--- config.mk ---
export PLATFORM = sky130hd
export DESIGN_NAME = http_request_byte_parser_top
export DESIGN_NICKNAME = d
export VERILOG_FILES = /design/src/hw/rtl/hrbp_pkg.sv /design/src/hw/rtl/hrbp_value_reader.sv /design/src/hw/rtl/hrbp_parser.sv /design/src/hw/rtl/http_request_byte_parser_top.sv
export SDC_FILE = /design/constraint.sdc
export NUM_CORES = 1
export LEC_CHECK = 0
export BUFFER_PORTS_ARGS = -buffer_cell sky130_fd_sc_hd__buf_2
export CAP_MARGIN = 15
export CORE_MARGIN = 1.5
export CORE_UTILIZATION = 38
export DETAILED_ROUTE_END_ITERATION = 8
export SYNTH_ARGS = -nofsm -noshare
export SYNTH_HDL_FRONTEND = slang
export SYNTH_SLANG_ARGS = --single-unit
--- constraint.sdc ---
create_clock -name clk -period 16 [get_ports clk]
set_clock_uncertainty 0.2 [all_clocks]
set_input_delay 1.6 -clock clk [delete_from_list [all_inputs] [get_ports clk]]
set_output_delay 1.6 -clock clk [all_outputs]
set_load 0.005 [all_outputs]
--- src/hw/rtl/hrbp_pkg.sv ---
// Shared types, constants and helper functions for the HTTP request byte parser.
// No dependencies; imported by every module of the block.
package hrbp_pkg;

	// default width of the Content-Length accumulator
	localparam int LENGTH_BITS_DEF = 32;
	// width of the body length field in the result beat
	localparam int LEN_OUT_W = 32;

	// header name that carries the body length
	localparam int NAME_LEN   = 14;
	localparam int NAME_POS_W = 4;
	localparam logic [NAME_POS_W-1:0] NAME_POS_MAX = '1;

	// characters of interest
	localparam logic [7:0] CH_SPACE = 8'h20;
	localparam logic [7:0] CH_QMARK = 8'h3F;
	localparam logic [7:0] CH_COLON = 8'h3A;
	localparam logic [7:0] CH_LF    = 8'h0A;
	localparam logic [7:0] CH_CR    = 8'h0D;
	localparam logic [7:0] CH_HT    = 8'h09;
	localparam logic [7:0] CH_VT    = 8'h0B;
	localparam logic [7:0] CH_FF    = 8'h0C;
	localparam logic [7:0] CH_PLUS  = 8'h2B;
	localparam logic [7:0] CH_MINUS = 8'h2D;
	localparam logic [7:0] CH_ZERO  = 8'h30;
	localparam logic [7:0] CH_NINE  = 8'h39;
	localparam logic [7:0] CH_UC_A  = 8'h41;
	localparam logic [7:0] CH_UC_Z  = 8'h5A;
	localparam logic [7:0] CASE_OFS = 8'h20;

	// part of the request the parser is in
	typedef enum logic [3:0] {
		SEC_METHOD  = 4'd0,
		SEC_PATH    = 4'd1,
		SEC_QUERY   = 4'd2,
		SEC_VERSION = 4'd3,
		SEC_HNAME   = 4'd4,
		SEC_HVALUE  = 4'd5,
		SEC_EMPTY   = 4'd6,
		SEC_BODY    = 4'd7,
		SEC_DONE    = 4'd8
	} sec_t;

	// tag carried with every result beat
	typedef enum logic [2:0] {
		TAG_DROP   = 3'd0,
		TAG_METHOD = 3'd1,
		TAG_PATH   = 3'd2,
		TAG_QUERY  = 3'd3,
		TAG_HNAME  = 3'd4,
		TAG_HVALUE = 3'd5,
		TAG_BODY   = 3'd6
	} tag_t;

	// progress through a header value read as a number
	typedef enum logic [1:0] {
		VP_START = 2'd0,
		VP_POS   = 2'd1,
		VP_NEG   = 2'd2,
		VP_STOP  = 2'd3
	} vphase_t;

	// one result beat
	typedef struct packed {
		tag_t                 tag;
		logic [7:0]           data;
		logic                 done;
		logic [LEN_OUT_W-1:0] body_length;
	} result_t;

	// ASCII upper case to lower case
	function automatic logic [7:0] to_lower(input logic [7:0] c);
		logic [7:0] r;
		r = c;
		if (c >= CH_UC_A && c <= CH_UC_Z)
			r = c + CASE_OFS;
		return r;
	endfunction

	// "content-length", one character per position
	function automatic logic [7:0] cl_char(input logic [NAME_POS_W-1:0] pos);
		logic [7:0] r;
		r = 8'h00;
		unique case (pos)
			4'd0:    r = 8'h63; // c
			4'd1:    r = 8'h6F; // o
			4'd2:    r = 8'h6E; // n
			4'd3:    r = 8'h74; // t
			4'd4:    r = 8'h65; // e
			4'd5:    r = 8'h6E; // n
			4'd6:    r = 8'h74; // t
			4'd7:    r = 8'h2D; // -
			4'd8:    r = 8'h6C; // l
			4'd9:    r = 8'h65; // e
			4'd10:   r = 8'h6E; // n
			4'd11:   r = 8'h67; // g
			4'd12:   r = 8'h74; // t
			4'd13:   r = 8'h68; // h
			default: r = 8'h00;
		endcase
		return r;
	endfunction

endpackage

--- src/hw/rtl/hrbp_value_reader.sv ---
// Header value reader: one character step of the decimal length decoder.
// Depends on hrbp_pkg.
module hrbp_value_reader #(
	parameter int LENGTH_BITS = hrbp_pkg::LENGTH_BITS_DEF
) (
	input  logic [7:0]             c,
	input  hrbp_pkg::vphase_t      phase,
	input  logic [LENGTH_BITS-1:0] accum,
	output hrbp_pkg::vphase_t      phase_next,
	output logic [LENGTH_BITS-1:0] accum_next
);
	import hrbp_pkg::*;

	localparam int PW = LENGTH_BITS + 4;

	logic                 is_digit;
	logic [3:0]           digit;
	logic [PW-1:0]        prod;
	logic                 ovf;
	logic [LENGTH_BITS-1:0] acc_pos;
	logic [LENGTH_BITS-1:0] acc_neg;

	assign is_digit = (c >= CH_ZERO) && (c <= CH_NINE);
	assign digit    = c[3:0];

	// accum*10 + d; anything above the low LENGTH_BITS bits is overflow
	assign prod = ({4'b0, accum} << 3) + ({4'b0, accum} << 1) + PW'(digit);
	assign ovf  = prod[PW-1:LENGTH_BITS] != 4'b0;

	assign acc_pos = ovf ? '1 : prod[LENGTH_BITS-1:0];
	// negative value: any nonzero digit saturates
	assign acc_neg = (digit != 4'd0) ? '1 : accum;

	// phase and accumulator update
	always_comb begin
		phase_next = phase;
		accum_next = accum;
		unique case (phase)
			VP_START: begin
				if (c == CH_HT || c == CH_VT || c == CH_FF) begin
					phase_next = VP_START;
				end else if (c == CH_PLUS) begin
					phase_next = VP_POS;
				end else if (c == CH_MINUS) begin
					phase_next = VP_NEG;
				end else if (is_digit) begin
					phase_next = VP_POS;
					accum_next = acc_pos;
				end else begin
					phase_next = VP_STOP;
				end
			end
			VP_POS: begin
				if (is_digit)
					accum_next = acc_pos;
				else
					phase_next = VP_STOP;
			end
			VP_NEG: begin
				if (is_digit)
					accum_next = acc_neg;
				else
					phase_next = VP_STOP;
			end
			default: begin
				phase_next = VP_STOP;
			end
		endcase
	end

endmodule

--- src/hw/rtl/hrbp_parser.sv ---
// Parser state and section sequencer; turns one byte into one result per step.
// Depends on hrbp_pkg and hrbp_value_reader.
module hrbp_parser #(
	parameter int LENGTH_BITS = hrbp_pkg::LENGTH_BITS_DEF
) (
	input  logic              clk,
	input  logic              arst_n,
	input  logic              step,
	input  logic [7:0]        c,
	input  logic              first,
	output hrbp_pkg::result_t res
);
	import hrbp_pkg::*;

	// state registers
	sec_t                    sec_q;
	logic [NAME_POS_W-1:0]   pos_q;
	logic                    match_q;
	logic [LENGTH_BITS-1:0]  acc_q;
	vphase_t                 phase_q;
	logic [LENGTH_BITS-1:0]  plen_q;
	logic [LENGTH_BITS-1:0]  bleft_q;

	// state as seen by this byte (restart applied)
	sec_t                    sec_cur;
	logic [NAME_POS_W-1:0]   pos_cur;
	logic                    match_cur;
	logic [LENGTH_BITS-1:0]  acc_cur;
	vphase_t                 phase_cur;
	logic [LENGTH_BITS-1:0]  plen_cur;
	logic [LENGTH_BITS-1:0]  bleft_cur;

	sec_t                    sec_d;
	logic [NAME_POS_W-1:0]   pos_d;
	logic                    match_d;
	logic [LENGTH_BITS-1:0]  acc_d;
	vphase_t                 phase_d;
	logic [LENGTH_BITS-1:0]  plen_d;
	logic [LENGTH_BITS-1:0]  bleft_d;

	logic [7:0]              c_low;
	logic                    name_eq;
	logic                    match_fed;
	logic [NAME_POS_W-1:0]   pos_fed;
	logic                    first_eq;
	logic                    cl_hit;
	logic [LENGTH_BITS-1:0]  bleft_dec;
	vphase_t                 vr_phase;
	logic [LENGTH_BITS-1:0]  vr_acc;
	tag_t                    tag;
	logic                    done;

	// restart on the first byte of a connection
	assign sec_cur   = first ? SEC_METHOD : sec_q;
	assign pos_cur   = first ? '0 : pos_q;
	assign match_cur = first ? 1'b1 : match_q;
	assign acc_cur   = first ? '0 : acc_q;
	assign phase_cur = first ? VP_START : phase_q;
	assign plen_cur  = first ? '0 : plen_q;
	assign bleft_cur = first ? '0 : bleft_q;

	// header name compare, case-insensitive
	assign c_low     = to_lower(c);
	assign name_eq   = c_low == cl_char(pos_cur);
	assign match_fed = match_cur && (pos_cur < NAME_POS_W'(NAME_LEN)) && name_eq;
	assign pos_fed   = (pos_cur == NAME_POS_MAX) ? pos_cur : pos_cur + 1'b1;
	// first name character of a fresh header line
	assign first_eq  = c_low == cl_char('0);
	assign cl_hit    = match_cur && (pos_cur == NAME_POS_W'(NAME_LEN));

	assign bleft_dec = (bleft_cur != '0) ? bleft_cur - 1'b1 : bleft_cur;

	hrbp_value_reader #(
		.LENGTH_BITS(LENGTH_BITS)
	) u_value (
		.c          (c),
		.phase      (phase_cur),
		.accum      (acc_cur),
		.phase_next (vr_phase),
		.accum_next (vr_acc)
	);

	// next section
	always_comb begin
		sec_d = sec_cur;
		unique case (sec_cur)
			SEC_METHOD: begin
				if (c == CH_SPACE)
					sec_d = SEC_PATH;
			end
			SEC_PATH: begin
				if (c == CH_SPACE)
					sec_d = SEC_VERSION;
				else if (c == CH_QMARK)
					sec_d = SEC_QUERY;
			end
			SEC_QUERY: begin
				if (c == CH_SPACE)
					sec_d = SEC_VERSION;
			end
			SEC_VERSION: begin
				if (c == CH_LF)
					sec_d = SEC_EMPTY;
			end
			SEC_HNAME: begin
				if (c == CH_COLON)
					sec_d = SEC_HVALUE;
			end
			SEC_HVALUE: begin
				if (c == CH_LF)
					sec_d = SEC_EMPTY;
			end
			SEC_EMPTY: begin
				if (c == CH_LF)
					sec_d = (plen_cur == '0) ? SEC_DONE : SEC_BODY;
				else if (c != CH_CR)
					sec_d = SEC_HNAME;
			end
			SEC_BODY: begin
				if (bleft_dec == '0)
					sec_d = SEC_DONE;
			end
			default: begin
				sec_d = SEC_DONE;
			end
		endcase
	end

	// tag, completion and datapath updates
	always_comb begin
		tag     = TAG_DROP;
		done    = 1'b0;
		pos_d   = pos_cur;
		match_d = match_cur;
		acc_d   = acc_cur;
		phase_d = phase_cur;
		plen_d  = plen_cur;
		bleft_d = bleft_cur;
		unique case (sec_cur)
			SEC_METHOD: begin
				if (c != CH_SPACE)
					tag = TAG_METHOD;
			end
			SEC_PATH: begin
				if (c != CH_SPACE && c != CH_QMARK)
					tag = TAG_PATH;
			end
			SEC_QUERY: begin
				if (c != CH_SPACE)
					tag = TAG_QUERY;
			end
			SEC_VERSION: begin
				tag = TAG_DROP;
			end
			SEC_HNAME: begin
				if (c != CH_SPACE && c != CH_COLON) begin
					tag     = TAG_HNAME;
					match_d = match_fed;
					pos_d   = pos_fed;
				end
			end
			SEC_HVALUE: begin
				if (c == CH_LF) begin
					if (cl_hit)
						plen_d = acc_cur;
				end else if (c != CH_CR && c != CH_SPACE) begin
					tag     = TAG_HVALUE;
					phase_d = vr_phase;
					acc_d   = vr_acc;
				end
			end
			SEC_EMPTY: begin
				if (c == CH_LF) begin
					if (plen_cur == '0)
						done = 1'b1;
					else
						bleft_d = plen_cur;
				end else if (c != CH_CR) begin
					// new header line: restart name and value tracking
					tag     = TAG_HNAME;
					match_d = first_eq;
					pos_d   = NAME_POS_W'(1);
					acc_d   = '0;
					phase_d = VP_START;
				end
			end
			SEC_BODY: begin
				tag     = TAG_BODY;
				bleft_d = bleft_dec;
				if (bleft_dec == '0)
					done = 1'b1;
			end
			default: begin
				tag = TAG_DROP;
			end
		endcase
	end

	assign res.tag         = tag;
	assign res.data        = c;
	assign res.done        = done;
	assign res.body_length = done ? LEN_OUT_W'(plen_cur) : '0;

	// state update, once per processed beat
	always_ff @(posedge clk or negedge arst_n) begin
		if (!arst_n) begin
			sec_q   <= SEC_METHOD;
			pos_q   <= '0;
			match_q <= 1'b1;
			acc_q   <= '0;
			phase_q <= VP_START;
			plen_q  <= '0;
			bleft_q <= '0;
		end else if (step) begin
			sec_q   <= sec_d;
			pos_q   <= pos_d;
			match_q <= match_d;
			acc_q   <= acc_d;
			phase_q <= phase_d;
			plen_q  <= plen_d;
			bleft_q <= bleft_d;
		end
	end

endmodule

--- src/hw/rtl/http_request_byte_parser_top.sv ---
// Top level of the HTTP request byte parser: input register, parser, result register.
// Depends on hrbp_pkg and hrbp_parser.
//
//  channel | dir | tdata                        | tuser          | tlast
//  s_      | in  | [7:0] data_byte              | first_of_req.  | -
//  m_      | out | [7:0] out_byte, [39:8] len   | [2:0] field_tag| request_done
//
// One beat per cycle while m_tready is high; input register, then result register.
// The byte's state update is a single pass of section logic plus one
// multiply-by-ten add in the value reader.
// Reset puts the parser in the method section with all counters at zero.
// With m_tready low the result register holds and one more beat waits in the
// input register; s_tready drops only when both are full and the sink stalls.
module http_request_byte_parser_top #(
	parameter int LENGTH_BITS = hrbp_pkg::LENGTH_BITS_DEF
) (
	input  logic        clk,
	input  logic        arst_n,
	input  logic        s_tvalid,
	output logic        s_tready,
	input  logic [7:0]  s_tdata,  // [7:0] data_byte
	input  logic        s_tuser,  // [0] first_of_request
	output logic        m_tvalid,
	input  logic        m_tready,
	output logic [39:0] m_tdata,  // [7:0] out_byte, [39:8] body_length
	output logic [2:0]  m_tuser,  // [2:0] field_tag
	output logic        m_tlast   // request_done
);
	import hrbp_pkg::*;

	logic       valid_s1;
	logic [7:0] data_s1;
	logic       first_s1;
	logic       advance;
	logic       out_valid_q;
	result_t    res;
	result_t    res_q;

	// a beat moves on when the result register is free or being emptied
	assign advance  = valid_s1 && (!out_valid_q || m_tready);
	assign s_tready = !valid_s1 || advance;

	// input register control
	always_ff @(posedge clk or negedge arst_n) begin
		if (!arst_n) begin
			valid_s1 <= 1'b0;
		end else if (s_tready) begin
			valid_s1 <= s_tvalid;
		end
	end

	// input register payload
	always_ff @(posedge clk) begin
		if (s_tvalid && s_tready) begin
			data_s1  <= s_tdata;
			first_s1 <= s_tuser;
		end
	end

	hrbp_parser #(
		.LENGTH_BITS(LENGTH_BITS)
	) u_parser (
		.clk    (clk),
		.arst_n (arst_n),
		.step   (advance),
		.c      (data_s1),
		.first  (first_s1),
		.res    (res)
	);

	// result register control
	always_ff @(posedge clk or negedge arst_n) begin
		if (!arst_n) begin
			out_valid_q <= 1'b0;
		end else if (advance) begin
			out_valid_q <= 1'b1;
		end else if (m_tready) begin
			out_valid_q <= 1'b0;
		end
	end

	// result register payload
	always_ff @(posedge clk) begin
		if (advance)
			res_q <= res;
	end

	assign m_tvalid = out_valid_q;
	assign m_tdata  = {res_q.body_length, res_q.data};
	assign m_tuser  = res_q.tag;
	assign m_tlast  = res_q.done;

	// completion is only ever flagged on a body byte or a dropped line end
	a_done_tag: assert property (@(posedge clk) disable iff (!arst_n)
		m_tvalid && m_tlast |-> (m_tuser == TAG_DROP || m_tuser == TAG_BODY))
		else $error("request_done with unexpected tag");

	// the length field is zero unless the beat completes the request
	a_len_zero: assert property (@(posedge clk) disable iff (!arst_n)
		m_tvalid && !m_tlast |-> m_tdata[39:8] == '0)
		else $error("body_length nonzero without request_done");

	// completion on the header end means a zero-length body
	a_empty_len: assert property (@(posedge clk) disable iff (!arst_n)
		m_tvalid && m_tlast && m_tuser == TAG_DROP |-> m_tdata[39:8] == '0)
		else $error("header-end completion with nonzero length");

	// a waiting beat is not lost while the sink stalls
	a_hold_s1: assert property (@(posedge clk) disable iff (!arst_n)
		valid_s1 && out_valid_q && !m_tready |=> valid_s1)
		else $error("input beat dropped during stall");

endmodule
==> impl_metrics.ini <==
[outcome]
outcome = finished, final reports clean

[synthesis]
async_flop_share = 0.673
synth_edf_count = 53
yosys-top-cells-area = dfrtp_1 (21%), edfxtp_1 (12%), ha_1 (7.4%)
syn_nets = 1645
ys_seq_elements = 162
ys_types = 88
synth_top_cell_by_area = dfrtp_1
seq_area_frac_synth = 0.336
synthesis.area_sq_um = 12800
synth_flop_cell = dfrtp_1
synth_cells = 1555
synth_top_area_share = 0.210
synth_area_per_cell_sq_um = 8.26
yosysWarnings = 0

[final_layout]
layout.nets = 1629
post_route_cells_drive_above_1_share = 0.111
nFillCells = 3354
layout-area-overhead-vs-synth_pct = 8.68
antennaDiodeCount = 0

[clocking]
clk_pin_slew_ns = 0.08
post_cts_buffers = 0
cts_num_sinks = 162
postCtsHoldBufs = 0
cts_resized = 0
clockRootBuffer = clkbuf_16
cts_buffers = 17
htreeDepth = 4
cts_tree = done
clock_latency_ns = 0.44
clockBufferDepth = 2

[min_path]
min_path_type = flip-flop to flip-flop
hold_path.startpoint = u_parser.match_q
holdPathStages = 2
hold_end = u_parser.match_q

[timing]
maxSlewHeadroom = 0.296
min_period_ns = 6.09
setup_viol = 0
setup_tns_ns = 0
hold_viol = 0
worst_pin_slew_ns = 1.03
slew_violations = 0
fin_crit_sh = 0.381
fmax_ghz = 0.164
rsz0062_at_grt = no

[worst_setup_path]
crit_required_ns = 16.07
path_max_fanout = 65
crit_type = flip-flop to flip-flop
cp_cell_sequence = buf_4 > inv_1 > buf_4 > nand2_1 > nor2_1 > ha_1 > inv_1 > fa_1 > nor2b_1 > o2111ai_1 > a31o_2 > o31ai_1 > buf_4 > a41oi_1 > o31ai_1 > mux2_2 > nor2_1 > a41oi_1
regToRegEndpoint = u_parser.acc_q[19]
rr_worst_depth = 18
cp-start-kind = flip-flop
ff2ff_setup_slack_ns = 9.91
crit_arrival_ns = 6.16
end_kind = flip-flop
r2r-start = first_s1
cpPeakStageDelay_ns = 0.72
critical_path.slowest_cell = nor2_1
crit_top_cell = buf_4

[routing]
routedWlPerCell_um = 20.0
ant_nets = 0
drc = 0
vias = 12200
viasPerCell = 6.11
drtPass1Iterations = 5
first_iter_violations = 1089
drt_wl_total_um = 39900

[floorplan]
initial_core_util = 0.385
num_rows = 67
die_height_um = 187
core_sq_um = 33400
io-pin-count = 59
die-area_sq_um = 34900
die_w_um = 187

[global_routing]
use_met3 = 0.0379
use_met1 = 0.317
grt_use_total = 0.226
grt.met2_usage = 0.356
grt_max_degree = 87
grt_overflow = 0
antenna_found_initial = 0
grt_pass1_wl_um = 64000
top_usage_layer = met2
grt_pass1_vias = 11300

[placed_design]
io_buffer_count = 58
dp_hpwl_um = 27600
gp_congestion = 0.898

[pwr]
power_mw = 1.08
vdd_drop_max_mv = 0.0713
power_density_nw_per_um2 = 77.5
leakage_nw = 5.56

[flow_run]
drv_cap = 0
==> sequential cells by signal (all words and copies together) (netlist names) <==
| register | count |
|---|---|
| data_s1 | 8 |
| first_s1 | 1 |
| m_tdata | 40 |
| m_tlast | 1 |
| m_tuser | 3 |
| m_tvalid | 1 |
| u_parser.acc_q | 32 |
| u_parser.bleft_q | 32 |
| u_parser.match_q | 1 |
| u_parser.phase_q | 2 |
| u_parser.plen_q | 32 |
| u_parser.pos_q | 4 |
| u_parser.sec_q | 4 |
| valid_s1 | 1 |
==> logic make-up (layout without fill, tap and decap cells) <==
logic type | after synthesis | count (layout) | share of synthesized area
AOI/OAI and AO/OA | 583 | 583 | 0.293
xor gates and xnor gates | 43 | 43 | 0.0293
adders and majority gates | 77 | 77 | 0.0756
buffers and inverters | 177 | 174 | 0.0562
DFF | 162 | 162 | 0.336
muxes | 9 | 9 | 0.00731
and+or+nand+nor | 504 | 504 | 0.202
==> critical path, delay by kind of cell, from the launching register on <==
family,cells,cell delay [ns]
fa+ha+maj,2,0.60
flops,1,0.36
buf+inv,5,1.43
compound gates,6,1.46
simple gates,4,1.25
mux,1,0.56
==> cells in the final DEF (no fill, tap or decap), types with 9 or more instances in the layout <==
| cell type | instances |
|---|---|
| o21ai_0 | 164 |
| a21oi_1 | 157 |
| nand2_1 | 153 |
| dfrtp_1 | 108 |
| nor2_1 | 95 |
| ha_1 | 76 |
| a22oi_1 | 65 |
| inv_1 | 61 |
| nor3_1 | 58 |
| buf_2 | 58 |
| edfxtp_1 | 53 |
| nor2b_1 | 34 |
| o221ai_1 | 31 |
| nor2b_2 | 28 |
| xnor2_1 | 26 |
| nand3_1 | 20 |
| buf_4 | 20 |
| nor4_1 | 19 |
| nand4_1 | 17 |
| xor2_1 | 17 |
| a31oi_1 | 17 |
| clkbuf_16 | 17 |
| a21o_1 | 16 |
| and3_1 | 13 |
| a211oi_1 | 12 |
| nand2b_1 | 11 |
| a32oi_1 | 10 |
| or3_1 | 9 |
==> synthesized netlist by cell type, drive strengths merged (17+ instances only) <==
cell    number
a21oi      157
inv         61
o221ai      31
xor2        17
clkbuf      94
nor2        96
nand3       20
a31oi       17
a22oi       65
o21ai      167
edfxtp      53
nor2b       62
dfrtp      108
nand4       17
buf         21
nand2      154
ha          76
xnor2       26
nor3        58
nor4        23
==> stage by stage <==
step / utilization / hold slack (ns) / cells / setup slack [ns] / cell area [sq um]
final: 0.418 / 0.272 / 2000 / 9.91 / 14000
after floorplan: - / 0.237 / 1555 / 9.94 / 12800
after detailed placement: 0.400 / 0.257 / 1965 / 9.95 / 13400
after global routing: 0.418 / 0.289 / 2000 / 9.52 / 14000
after global placement: 0.400 / 0.256 / 1965 / 10.13 / 13400
after CTS: 0.418 / 0.268 / 1997 / 9.94 / 13900
==> cell type report <==
type	instances	area (sq um)	share of cell area
multi-input combinational	1216	7810	0.560
sequential	162	4320	0.310
tap	448	561	0.0402
timing repair buffer	80	459	0.0329
clock buffer	17	425	0.0305
inverter	62	233	0.0167
clock inverter	15	149	0.0107
==> how the worst max path moves through the flow <==
stage | slack, ns | from | cells past startpoint | to
after floorplan | 9.94 | first_s1 | 21 | u_parser.acc_q[26]
after global routing | 9.52 | first_s1 | 18 | u_parser.acc_q[19]
final | 9.91 | first_s1 | 18 | u_parser.acc_q[19]
after global placement | 10.13 | first_s1 | 18 | u_parser.acc_q[7]
after detailed placement | 9.95 | first_s1 | 18 | u_parser.acc_q[19]
after CTS | 9.94 | first_s1 | 18 | u_parser.acc_q[19]
==> power by group <==
part / internal (mW) / switching (mW) / leakage, nW
registers: 0.449 / 0.0260 / 2.02
logic: 0.0699 / 0.129 / 3.27
clock network: 0.219 / 0.189 / 0.278
total: 0.738 / 0.344 / 5.57
==> routing by layer <==
metal	up-vias	wire (um)
li1	5785	-
met1	5953	18300
met2	427	18300
met3	49	2470
met4	0	857
met5	-	0
Note: power is estimated with default switching activity, not from simulation.
